File: config.mk
export PLATFORM = sky130hd
export DESIGN_NAME = tlb_page_table_translator
export DESIGN_NICKNAME = d
export VERILOG_FILES = /design/src/rtl/core/tlbpt_pkg.sv /design/src/rtl/core/tlbpt_ram.sv /design/src/rtl/core/tlbpt_tlb.sv /design/src/rtl/core/tlb_page_table_translator.sv
export VERILOG_INCLUDE_DIRS = /design/src /design/src/rtl/core
export SDC_FILE = /design/constraint.sdc
export NUM_CORES = 2
export LEC_CHECK = 0
export BUFFER_PORTS_ARGS = -buffer_cell sky130_fd_sc_hd__clkbuf_2
export CAP_MARGIN = 20
export CORE_UTILIZATION = 55
export CTS_BUF_LIST = sky130_fd_sc_hd__clkbuf_4 sky130_fd_sc_hd__clkbuf_8 sky130_fd_sc_hd__clkbuf_16
export CTS_CLUSTER_SIZE = 10
export DETAILED_ROUTE_END_ITERATION = 6
export PLACE_DENSITY = 0.69
export SLEW_MARGIN = 25
export SYNTH_ARGS = -nofsm -noshare
export SYNTH_HDL_FRONTEND = slang
export SYNTH_HIERARCHICAL = 1
export SYNTH_SLANG_ARGS = --single-unit
export TNS_END_PERCENT = 10
File: constraint.sdc
create_clock -name clock -period 7.4 [get_ports clock]
set_clock_uncertainty 0.15 [all_clocks]
set_input_delay 0.74 -clock clock [delete_from_list [all_inputs] [get_ports clock]]
set_output_delay 0.74 -clock clock [all_outputs]
set_load 0.005 [all_outputs]
File: src/rtl/core/tlb_page_table_translator_macros.svh
// ----------------------------------------------------------------------------
// Assertion macros for the page table translator
// Concurrent checks that are compiled out for synthesis.
// ----------------------------------------------------------------------------
`ifndef TLB_PAGE_TABLE_TRANSLATOR_MACROS_SVH
`define TLB_PAGE_TABLE_TRANSLATOR_MACROS_SVH

`ifndef SYNTHESIS
`define TLBPT_ASSERT_ALWAYS(lbl, clk, rst, cond, msg) \
   lbl: assert property (@(posedge clk) disable iff (rst) (cond)) else $error(msg);
`define TLBPT_ASSERT_IMPLY(lbl, clk, rst, ante, cons, msg) \
   lbl: assert property (@(posedge clk) disable iff (rst) (ante) |-> (cons)) else $error(msg);
`define TLBPT_ASSERT_NEXT(lbl, clk, rst, ante, cons, msg) \
   lbl: assert property (@(posedge clk) disable iff (rst) (ante) |=> (cons)) else $error(msg);
`else
`define TLBPT_ASSERT_ALWAYS(lbl, clk, rst, cond, msg)
`define TLBPT_ASSERT_IMPLY(lbl, clk, rst, ante, cons, msg)
`define TLBPT_ASSERT_NEXT(lbl, clk, rst, ante, cons, msg)
`endif

`endif

File: src/rtl/core/tlbpt_pkg.sv
// ----------------------------------------------------------------------------
// Page table translator package
// Widths, limits, TLB command codes and shared types.
// ----------------------------------------------------------------------------
package tlbpt_pkg;

   localparam int TLB_DEPTH_DEF = 16;
   localparam int PAGE_COUNT    = 256;
   localparam int FRAME_COUNT   = 256;

   localparam int ADDR_W      = 16;
   localparam int PAGE_W      = 8;
   localparam int OFFSET_W    = 8;
   localparam int FRAME_W     = 8;
   localparam int NEXT_FRAME_W = 9;
   localparam int TOTAL_W     = 16;

   localparam logic [TOTAL_W-1:0] TOTAL_MAX = 16'hFFFF;

   localparam logic [1:0] TLB_HOLD   = 2'd0;
   localparam logic [1:0] TLB_ROTATE = 2'd1;
   localparam logic [1:0] TLB_DROP   = 2'd2;
   localparam logic [1:0] TLB_APPEND = 2'd3;

   typedef struct packed {
      logic [PAGE_W-1:0]  tag;
      logic [FRAME_W-1:0] frame;
   } tlb_entry_type;

   typedef struct packed {
      logic [1:0]    op;
      tlb_entry_type entry;
   } tlb_cmd_type;

endpackage

File: src/rtl/core/tlbpt_ram.sv
// ----------------------------------------------------------------------------
// Generic single-port-write RAM
// One write port and one read port with registered read data.
// ----------------------------------------------------------------------------
module tlbpt_ram #(
   parameter int WIDTH = 8,
   parameter int DEPTH = 256
) (
   input  logic                     clock,
   input  logic                     wr_en,
   input  logic [$clog2(DEPTH)-1:0] wr_addr,
   input  logic [WIDTH-1:0]         wr_data,
   input  logic [$clog2(DEPTH)-1:0] rd_addr,
   output logic [WIDTH-1:0]         rd_data
);

   logic [WIDTH-1:0] mem_ff [DEPTH];
   logic [WIDTH-1:0] rd_data_ff;

   always_ff @(posedge clock) begin
      if (wr_en) begin
         mem_ff[wr_addr] <= wr_data;
      end
      rd_data_ff <= mem_ff[rd_addr];
   end

   assign rd_data = rd_data_ff;

endmodule

File: src/rtl/core/tlbpt_tlb.sv
// ----------------------------------------------------------------------------
// Recency-ordered TLB shift line
// Slot 0 is the oldest entry; each command but hold pops the head, reinserts it or appends.
// ----------------------------------------------------------------------------
`include "tlb_page_table_translator_macros.svh"

module tlbpt_tlb import tlbpt_pkg::*; #(
   parameter int DEPTH = TLB_DEPTH_DEF,
   parameter int CNT_W = $clog2(DEPTH + 1)
) (
   input  logic              clock,
   input  logic              reset,
   input  tlb_cmd_type       cmd,
   output tlb_entry_type     head,
   output logic [CNT_W-1:0]  count
);

   tlb_entry_type    slot_ff [DEPTH];
   tlb_entry_type    slot_in [DEPTH];
   logic [CNT_W-1:0] count_ff;
   logic [CNT_W-1:0] count_in;
   logic             full;
   logic             shift;
   logic             ins_en;
   logic [CNT_W-1:0] ins_pos;
   tlb_entry_type    ins_data;

   assign full = (count_ff == CNT_W'(DEPTH));

   always_comb begin
      shift    = 1'b0;
      ins_en   = 1'b0;
      ins_pos  = count_ff;
      ins_data = cmd.entry;
      count_in = count_ff;
      case (cmd.op)
         TLB_ROTATE: begin
            shift    = 1'b1;
            ins_en   = 1'b1;
            ins_pos  = count_ff - CNT_W'(1);
            ins_data = slot_ff[0];
         end
         TLB_DROP: begin
            shift    = 1'b1;
            count_in = count_ff - CNT_W'(1);
         end
         TLB_APPEND: begin
            ins_en = 1'b1;
            if (full) begin
               shift   = 1'b1;
               ins_pos = CNT_W'(DEPTH - 1);
            end else begin
               count_in = count_ff + CNT_W'(1);
            end
         end
         default: begin
            shift = 1'b0;
         end
      endcase
   end

   for (genvar i = 0; i < DEPTH; i++) begin : g_slot
      if (i < DEPTH - 1) begin : g_mid
         always_comb begin
            if (ins_en && ins_pos == CNT_W'(i)) begin
               slot_in[i] = ins_data;
            end else if (shift) begin
               slot_in[i] = slot_ff[i+1];
            end else begin
               slot_in[i] = slot_ff[i];
            end
         end
      end else begin : g_last
         always_comb begin
            if (ins_en && ins_pos == CNT_W'(i)) begin
               slot_in[i] = ins_data;
            end else begin
               slot_in[i] = slot_ff[i];
            end
         end
      end
   end

   always_ff @(posedge clock) begin
      slot_ff <= slot_in;
   end

   always_ff @(posedge clock) begin
      if (reset) begin
         count_ff <= '0;
      end else begin
         count_ff <= count_in;
      end
   end

   assign head  = slot_ff[0];
   assign count = count_ff;

   `TLBPT_ASSERT_ALWAYS(a_count_bound, clock, reset, count_ff <= CNT_W'(DEPTH), "TLB count above depth")
   `TLBPT_ASSERT_IMPLY(a_pop_nonempty, clock, reset, cmd.op == TLB_ROTATE || cmd.op == TLB_DROP, count_ff != '0, "TLB head popped while empty")

endmodule

File: src/rtl/core/tlb_page_table_translator.sv
// ----------------------------------------------------------------------------
// Demand-paged address translator with a recency-ordered TLB
// A request item carries a 16-bit logical address (page in the high byte,
// offset in the low byte). The TLB is scanned one entry per cycle by a
// single tag comparator while the entries rotate through the shift line, so
// their recency order is restored when the scan ends. On a miss the page
// table (valid bits in flip-flops, frame map in a RAM) is consulted, and an
// absent page takes the next free frame. The pair then goes to the newest
// end of the TLB, evicting the oldest entry when the TLB is full.
// One response item follows each request: rsp_valid rises once the scan
// of the N occupied TLB entries (0 to TLB_DEPTH) and the resolve step are
// done. A new request item is taken only after the previous one has left
// the resolve step.
// req_stall is high from acceptance until the response is loaded, so the
// next item can be taken while a finished response still waits. When the
// receiver holds rsp_stall, a finished item waits in its last step.
// Reset (synchronous) empties the TLB, clears all page valid bits and the
// hit and fault totals, and restarts frame assignment at frame 0.
// ----------------------------------------------------------------------------
`include "tlb_page_table_translator_macros.svh"

module tlb_page_table_translator import tlbpt_pkg::*; #(
   parameter int TLB_DEPTH = TLB_DEPTH_DEF
) (
   input  logic                 clock,
   input  logic                 reset,
   input  logic                 req_valid,
   output logic                 req_stall,
   input  logic [ADDR_W-1:0]    req_logical_address,
   output logic                 rsp_valid,
   input  logic                 rsp_stall,
   output logic [PAGE_W-1:0]    rsp_page_number,
   output logic [OFFSET_W-1:0]  rsp_page_offset,
   output logic [FRAME_W-1:0]   rsp_frame_number,
   output logic [ADDR_W-1:0]    rsp_physical_address,
   output logic                 rsp_tlb_hit,
   output logic                 rsp_page_fault,
   output logic [TOTAL_W-1:0]   rsp_hit_total,
   output logic [TOTAL_W-1:0]   rsp_fault_total
);

   localparam int CNT_W = $clog2(TLB_DEPTH + 1);

   localparam logic [1:0] ST_IDLE    = 2'd0;
   localparam logic [1:0] ST_SCAN    = 2'd1;
   localparam logic [1:0] ST_RESOLVE = 2'd2;

   logic [1:0]              state_ff, state_in;
   logic [ADDR_W-1:0]       addr_ff, addr_in;
   logic [CNT_W-1:0]        remain_ff, remain_in;
   logic                    hit_ff, hit_in;
   logic [FRAME_W-1:0]      hit_frame_ff, hit_frame_in;
   logic [PAGE_COUNT-1:0]   valid_bits_ff, valid_bits_in;
   logic [NEXT_FRAME_W-1:0] next_frame_ff, next_frame_in;
   logic [TOTAL_W-1:0]      hit_cnt_ff, hit_cnt_in;
   logic [TOTAL_W-1:0]      fault_cnt_ff, fault_cnt_in;

   logic                    rsp_valid_ff, rsp_valid_in;
   logic [FRAME_W-1:0]      rsp_frame_ff, rsp_frame_in;
   logic [ADDR_W-1:0]       rsp_addr_ff, rsp_addr_in;
   logic                    rsp_hit_ff, rsp_hit_in;
   logic                    rsp_fault_ff, rsp_fault_in;
   logic [TOTAL_W-1:0]      rsp_hit_total_ff, rsp_hit_total_in;
   logic [TOTAL_W-1:0]      rsp_fault_total_ff, rsp_fault_total_in;

   logic [PAGE_W-1:0]       page;
   logic                    req_accept;
   logic                    out_free;
   logic                    finish;
   logic                    page_valid;
   logic                    fault;
   logic [FRAME_W-1:0]      frame_sel;
   logic [FRAME_W-1:0]      map_rd_data;
   logic [PAGE_W-1:0]       map_rd_addr;
   tlb_cmd_type             tlb_cmd;
   tlb_entry_type           tlb_head;
   logic [CNT_W-1:0]        tlb_count;

   assign page       = addr_ff[ADDR_W-1:OFFSET_W];
   assign req_stall  = (state_ff != ST_IDLE);
   assign req_accept = req_valid && !req_stall;
   assign out_free   = !rsp_valid_ff || !rsp_stall;
   assign finish     = (state_ff == ST_RESOLVE) && out_free;
   assign page_valid = valid_bits_ff[page];
   assign fault      = !hit_ff && !page_valid;
   assign frame_sel  = hit_ff ? hit_frame_ff :
                       (page_valid ? map_rd_data : next_frame_ff[FRAME_W-1:0]);
   assign map_rd_addr = req_accept ? req_logical_address[ADDR_W-1:OFFSET_W] : page;

   tlbpt_tlb #(
      .DEPTH (TLB_DEPTH),
      .CNT_W (CNT_W)
   ) u_tlb (
      .clock (clock),
      .reset (reset),
      .cmd   (tlb_cmd),
      .head  (tlb_head),
      .count (tlb_count)
   );

   tlbpt_ram #(
      .WIDTH (FRAME_W),
      .DEPTH (PAGE_COUNT)
   ) u_frame_map (
      .clock   (clock),
      .wr_en   (finish && fault),
      .wr_addr (page),
      .wr_data (next_frame_ff[FRAME_W-1:0]),
      .rd_addr (map_rd_addr),
      .rd_data (map_rd_data)
   );

   always_comb begin
      state_in           = state_ff;
      addr_in            = addr_ff;
      remain_in          = remain_ff;
      hit_in             = hit_ff;
      hit_frame_in       = hit_frame_ff;
      valid_bits_in      = valid_bits_ff;
      next_frame_in      = next_frame_ff;
      hit_cnt_in         = hit_cnt_ff;
      fault_cnt_in       = fault_cnt_ff;
      rsp_valid_in       = rsp_valid_ff && rsp_stall;
      rsp_frame_in       = rsp_frame_ff;
      rsp_addr_in        = rsp_addr_ff;
      rsp_hit_in         = rsp_hit_ff;
      rsp_fault_in       = rsp_fault_ff;
      rsp_hit_total_in   = rsp_hit_total_ff;
      rsp_fault_total_in = rsp_fault_total_ff;
      tlb_cmd.op         = TLB_HOLD;
      tlb_cmd.entry.tag  = page;
      tlb_cmd.entry.frame = frame_sel;
      case (state_ff)
         ST_IDLE: begin
            if (req_accept) begin
               addr_in   = req_logical_address;
               remain_in = tlb_count;
               hit_in    = 1'b0;
               state_in  = (tlb_count == '0) ? ST_RESOLVE : ST_SCAN;
            end
         end
         ST_SCAN: begin
            if (!hit_ff && tlb_head.tag == page) begin
               tlb_cmd.op   = TLB_DROP;
               hit_in       = 1'b1;
               hit_frame_in = tlb_head.frame;
            end else begin
               tlb_cmd.op = TLB_ROTATE;
            end
            remain_in = remain_ff - CNT_W'(1);
            if (remain_ff == CNT_W'(1)) begin
               state_in = ST_RESOLVE;
            end
         end
         ST_RESOLVE: begin
            if (out_free) begin
               tlb_cmd.op = TLB_APPEND;
               if (hit_ff && hit_cnt_ff != TOTAL_MAX) begin
                  hit_cnt_in = hit_cnt_ff + TOTAL_W'(1);
               end
               if (fault) begin
                  valid_bits_in[page] = 1'b1;
                  if (next_frame_ff < NEXT_FRAME_W'(FRAME_COUNT)) begin
                     next_frame_in = next_frame_ff + NEXT_FRAME_W'(1);
                  end
                  if (fault_cnt_ff != TOTAL_MAX) begin
                     fault_cnt_in = fault_cnt_ff + TOTAL_W'(1);
                  end
               end
               rsp_valid_in       = 1'b1;
               rsp_frame_in       = frame_sel;
               rsp_addr_in        = addr_ff;
               rsp_hit_in         = hit_ff;
               rsp_fault_in       = fault;
               rsp_hit_total_in   = hit_cnt_in;
               rsp_fault_total_in = fault_cnt_in;
               state_in           = ST_IDLE;
            end
         end
         default: begin
            state_in = ST_IDLE;
         end
      endcase
   end

   always_ff @(posedge clock) begin
      if (reset) begin
         state_ff      <= ST_IDLE;
         hit_ff        <= 1'b0;
         valid_bits_ff <= '0;
         next_frame_ff <= '0;
         hit_cnt_ff    <= '0;
         fault_cnt_ff  <= '0;
         rsp_valid_ff  <= 1'b0;
         remain_ff     <= '0;
      end else begin
         state_ff      <= state_in;
         hit_ff        <= hit_in;
         valid_bits_ff <= valid_bits_in;
         next_frame_ff <= next_frame_in;
         hit_cnt_ff    <= hit_cnt_in;
         fault_cnt_ff  <= fault_cnt_in;
         rsp_valid_ff  <= rsp_valid_in;
         remain_ff     <= remain_in;
      end
   end

   always_ff @(posedge clock) begin
      addr_ff            <= addr_in;
      hit_frame_ff       <= hit_frame_in;
      rsp_frame_ff       <= rsp_frame_in;
      rsp_addr_ff        <= rsp_addr_in;
      rsp_hit_ff         <= rsp_hit_in;
      rsp_fault_ff       <= rsp_fault_in;
      rsp_hit_total_ff   <= rsp_hit_total_in;
      rsp_fault_total_ff <= rsp_fault_total_in;
   end

   assign rsp_valid            = rsp_valid_ff;
   assign rsp_page_number      = rsp_addr_ff[ADDR_W-1:OFFSET_W];
   assign rsp_page_offset      = rsp_addr_ff[OFFSET_W-1:0];
   assign rsp_frame_number     = rsp_frame_ff;
   assign rsp_physical_address = {rsp_frame_ff, rsp_addr_ff[OFFSET_W-1:0]};
   assign rsp_tlb_hit          = rsp_hit_ff;
   assign rsp_page_fault       = rsp_fault_ff;
   assign rsp_hit_total        = rsp_hit_total_ff;
   assign rsp_fault_total      = rsp_fault_total_ff;

   `TLBPT_ASSERT_NEXT(a_accept_busy, clock, reset, req_accept, state_ff != ST_IDLE, "Accepted item did not start work")
   `TLBPT_ASSERT_IMPLY(a_scan_remain, clock, reset, state_ff == ST_SCAN, remain_ff != '0, "TLB scan running with nothing left")
   `TLBPT_ASSERT_IMPLY(a_hit_xor_fault, clock, reset, rsp_valid_ff, !(rsp_hit_ff && rsp_fault_ff), "Item reported both TLB hit and page fault")
   `TLBPT_ASSERT_ALWAYS(a_frame_bound, clock, reset, next_frame_ff <= NEXT_FRAME_W'(FRAME_COUNT), "Free frame pointer past frame count")

endmodule
==> key figures <==
Timing
  – Fin crit share: 82.6%
  – Least-Margin Pin Slew: 1.15 ns
  – Final number of max-transition violations: 0
  – Relative slew slack: 23.0%
  – Post-route setup slack: 1.29 ns
  – Max Clk Rate: 164 MHz
  – RSZ-0062 raised after global routing: false
  – Final hold vios: 0
  – Fin crit period: 6.11 ns
  – Setup TNS: 0 ns
  – Setup violators final: 0

Global route
  – Top Usage Layer GRT: met2
  – Vias in the first global route: 56712
  – Pin count of the biggest net entering global routing: 209
  – Overflow left after global routing: 0
  – Grt met3 use: 5.32%
  – Gr usage total: 26.1%
  – Initial antenna violation count: 8
  – Met2 global-route usage: 40.2%
  – First-pass GRT wire length: 382000 µm
  – Met1 GRT Util: 37.9%

Detailed routing
  – DRC Markers: 2
  – Vias per cell: 6.44
  – Initial DRC Count: 7370
  – DR WL/cell: 28.9 µm
  – Antenna Violating Nets Remaining: 0
  – Total wire length: 260000 µm
  – Drt first pass iters: 7
  – Via count: 57931

Clocking
  – Post-CTS Setup Inserts: 0
  – Worst-path clk slew: 0.06 ns
  – CTS tree: yes
  – Clock Sinks: 2705
  – Clock Root Buffer: clkbuf_16
  – Latest clock arrival within the worst-skew pair: 0.94 ns
  – H-tree Lvls: 5
  – Cts bufs inserted: 323
  – Clock tree buffer depth: 4

Finish
  – Fillers: 13748
  – Regs by FF count: u_frame_map/mem_ff (2048), valid_bits_ff (256), u_tlb/slot_ff (240)
  – Area growth syn-to-layout: 10.7%
  – Share of cells above drive strength 1: 22.2%
  – Post-route cell area: 120000 µm²
  – Max reg flops: 2048
  – Most flop-heavy register: u_frame_map/mem_ff
  – Nets: 6306

Synthesis
  – Syn Inst Count: 6149
  – Largest area contributor in the netlist: edfxtp_1
  – Area of the mapped netlist: 108000 µm²
  – Netlist cell types: 89
  – Post-synth EDFFs: 2386
  – Post-Syn Area per Cell: 17.6 µm²
  – Ys Warns: 6
  – Most used DFF post-synth: edfxtp_1
  – Most frequent cell after synthesis: edfxtp_1
  – Sequential area share after synthesis: 72.0%
  – Post-synth ARST share: 0%
  – Number of synthesized register bits: 2705
  – Net Count, Synth: 6183
  – Leading post-synthesis cells by cell area: edfxtp_1 (66%), mux4_2 (9.7%), dfxtp_1 (5.9%)
  – Most frequent cells after synthesis: edfxtp_1 (2386), mux4_2 (466), nor2_1 (343)
  – Synth top area share: 66.1%

Worst hold path
  – Hold Crit Start: reset
  – HP Class: in -> reg

Floorplanning
  – Num rows: 162
  – Die Area: 199000 µm²
  – Top Ports: 96
  – Starting Density: 55.5%
  – Core Area: 195000 µm²
  – Die height: 446 µm
  – Die width: 446 µm

Worst setup path
  – Launch point of the worst reg-to-reg path: addr_ff[9]$_DFFE_PP_
  – Kind of critical path: reg -> reg
  – CP Max Fanout: 29
  – CP Launch Type: flip-flop
  – Crit path capture type: flip-flop
  – Arrival @ worst endpoint: 6.50 ns
  – Required time worst endpoint: 7.79 ns
  – Critical Path Start: addr_ff[9]$_DFFE_PP_

Placed design
  – DP Worst Slack: 1.46 ns
  – Post-DP HPWL: 157000 µm
  – GPL Wtd Cong: 0.906
  – Port Buffers: 95
  – Placed Area: 111000 µm²

Flow run
  – Max-cap violations: 0

Status
  – Status: finished, violations left
  – Failing checks: design-rule violations

Pwr
  – LEAKAGE: 42.2 nW
  – Max VDD drop: 273 µV
  – P per Cell Area: 317 nW/µm²
[final timing paths]
check / depth (start not counted) / end / slack [ns]
worst min register to register: 0 / rsp_addr_ff[0]$_DFFE_PP_ / 0.25
worst max register to register: 12 / u_frame_map/mem_ff[207][2]$_DFFE_PP_ / 1.29
worst min-delay path: 2 / u_tlb/count[0]$_SDFFE_PP0P_ / 0.12
worst max-delay path: 12 / u_frame_map/mem_ff[207][2]$_DFFE_PP_ / 1.29
[layout make-up]
cell class	count	area [µm²]	area share [%]
inverters	274	1030	0.857
diodes	3	7.51	0.00626
multi-input cells	2717	26800	22.3
well taps	2624	3280	2.74
repair buffers	251	1920	1.60
clock inverters	12	91.3	0.0761
clock buffers	409	8820	7.35
flip-flops and latches	2705	78100	65.1
[what timing repair did]
item,CTS,global route
endpoints found under the hold margin,17,0
hold buffers,17,0
gates resized for setup,0,0
[metal layers]
metal | vias up | wire [µm]
li1 | 24514 | -
met1 | 29943 | 104000
met2 | 3020 | 123000
met3 | 450 | 26000
met4 | 4 | 6740
met5 | - | 21
[per-stage QoR]
step	power, mW	util, %	hold WS (ns)	instances
floorplan	22.4	-	0.250	6149
global route	39.2	61.4	0.130	8993
global placement	24.4	56.7	0.252	8552
finish	38.0	61.4	0.124	8995
CTS	38.2	61.4	0.0941	8990
detailed placement	24.5	56.7	0.256	8552
[layout by cell type (no fill, tap or decap), types with 44 or more instances in the layout]
master        n
a21oi_1     140
mux2_2      183
edfxtp_1   2386
o22ai_1     271
o221ai_1     46
nor3_1       44
buf_4       116
nor2b_1      54
inv_1       271
a22oi_1     173
nor2_1      340
clkbuf_2     94
dfxtp_1     311
mux2i_1     243
nand3_1      63
clkbuf_16   328
mux2_1       75
nand2_1     117
clkbuf_4     80
mux4_2      466
[logic make-up (layout without fill, tap and decap cells)]
| family | Yosys count | in the layout | share of synthesized area [%] |
|---|---|---|---|
| buf+inv | 727 | 946 | 3.39 |
| fa+ha+maj | 14 | 14 | 0.162 |
| compound gates | 811 | 811 | 5.15 |
| other cells | 0 | 3 | 0 |
| simple gates | 845 | 845 | 3.85 |
| mux | 999 | 999 | 15.1 |
| xor+xnor | 48 | 48 | 0.388 |
| flops | 2705 | 2705 | 72.0 |
[power by group]
part | switching [mW] | internal, mW
logic | 4.48 | 2.31
registers | 0.276 | 17.1
clock network | 5.57 | 8.23
[critical path: stages, from the launching register on]
cell       delay [ns]
edfxtp_1         0.45
buf_4            0.40
nor2b_2          0.75
a22oi_1          0.20
nand2_1          0.14
o22ai_1          0.10
a2111oi_0        0.83
o311ai_1         0.33
and2_2           0.30
nor2_1           0.24
buf_4            0.30
nand4_1          0.63
nor2_1           0.86
Power figures use the tool's default switching activity.
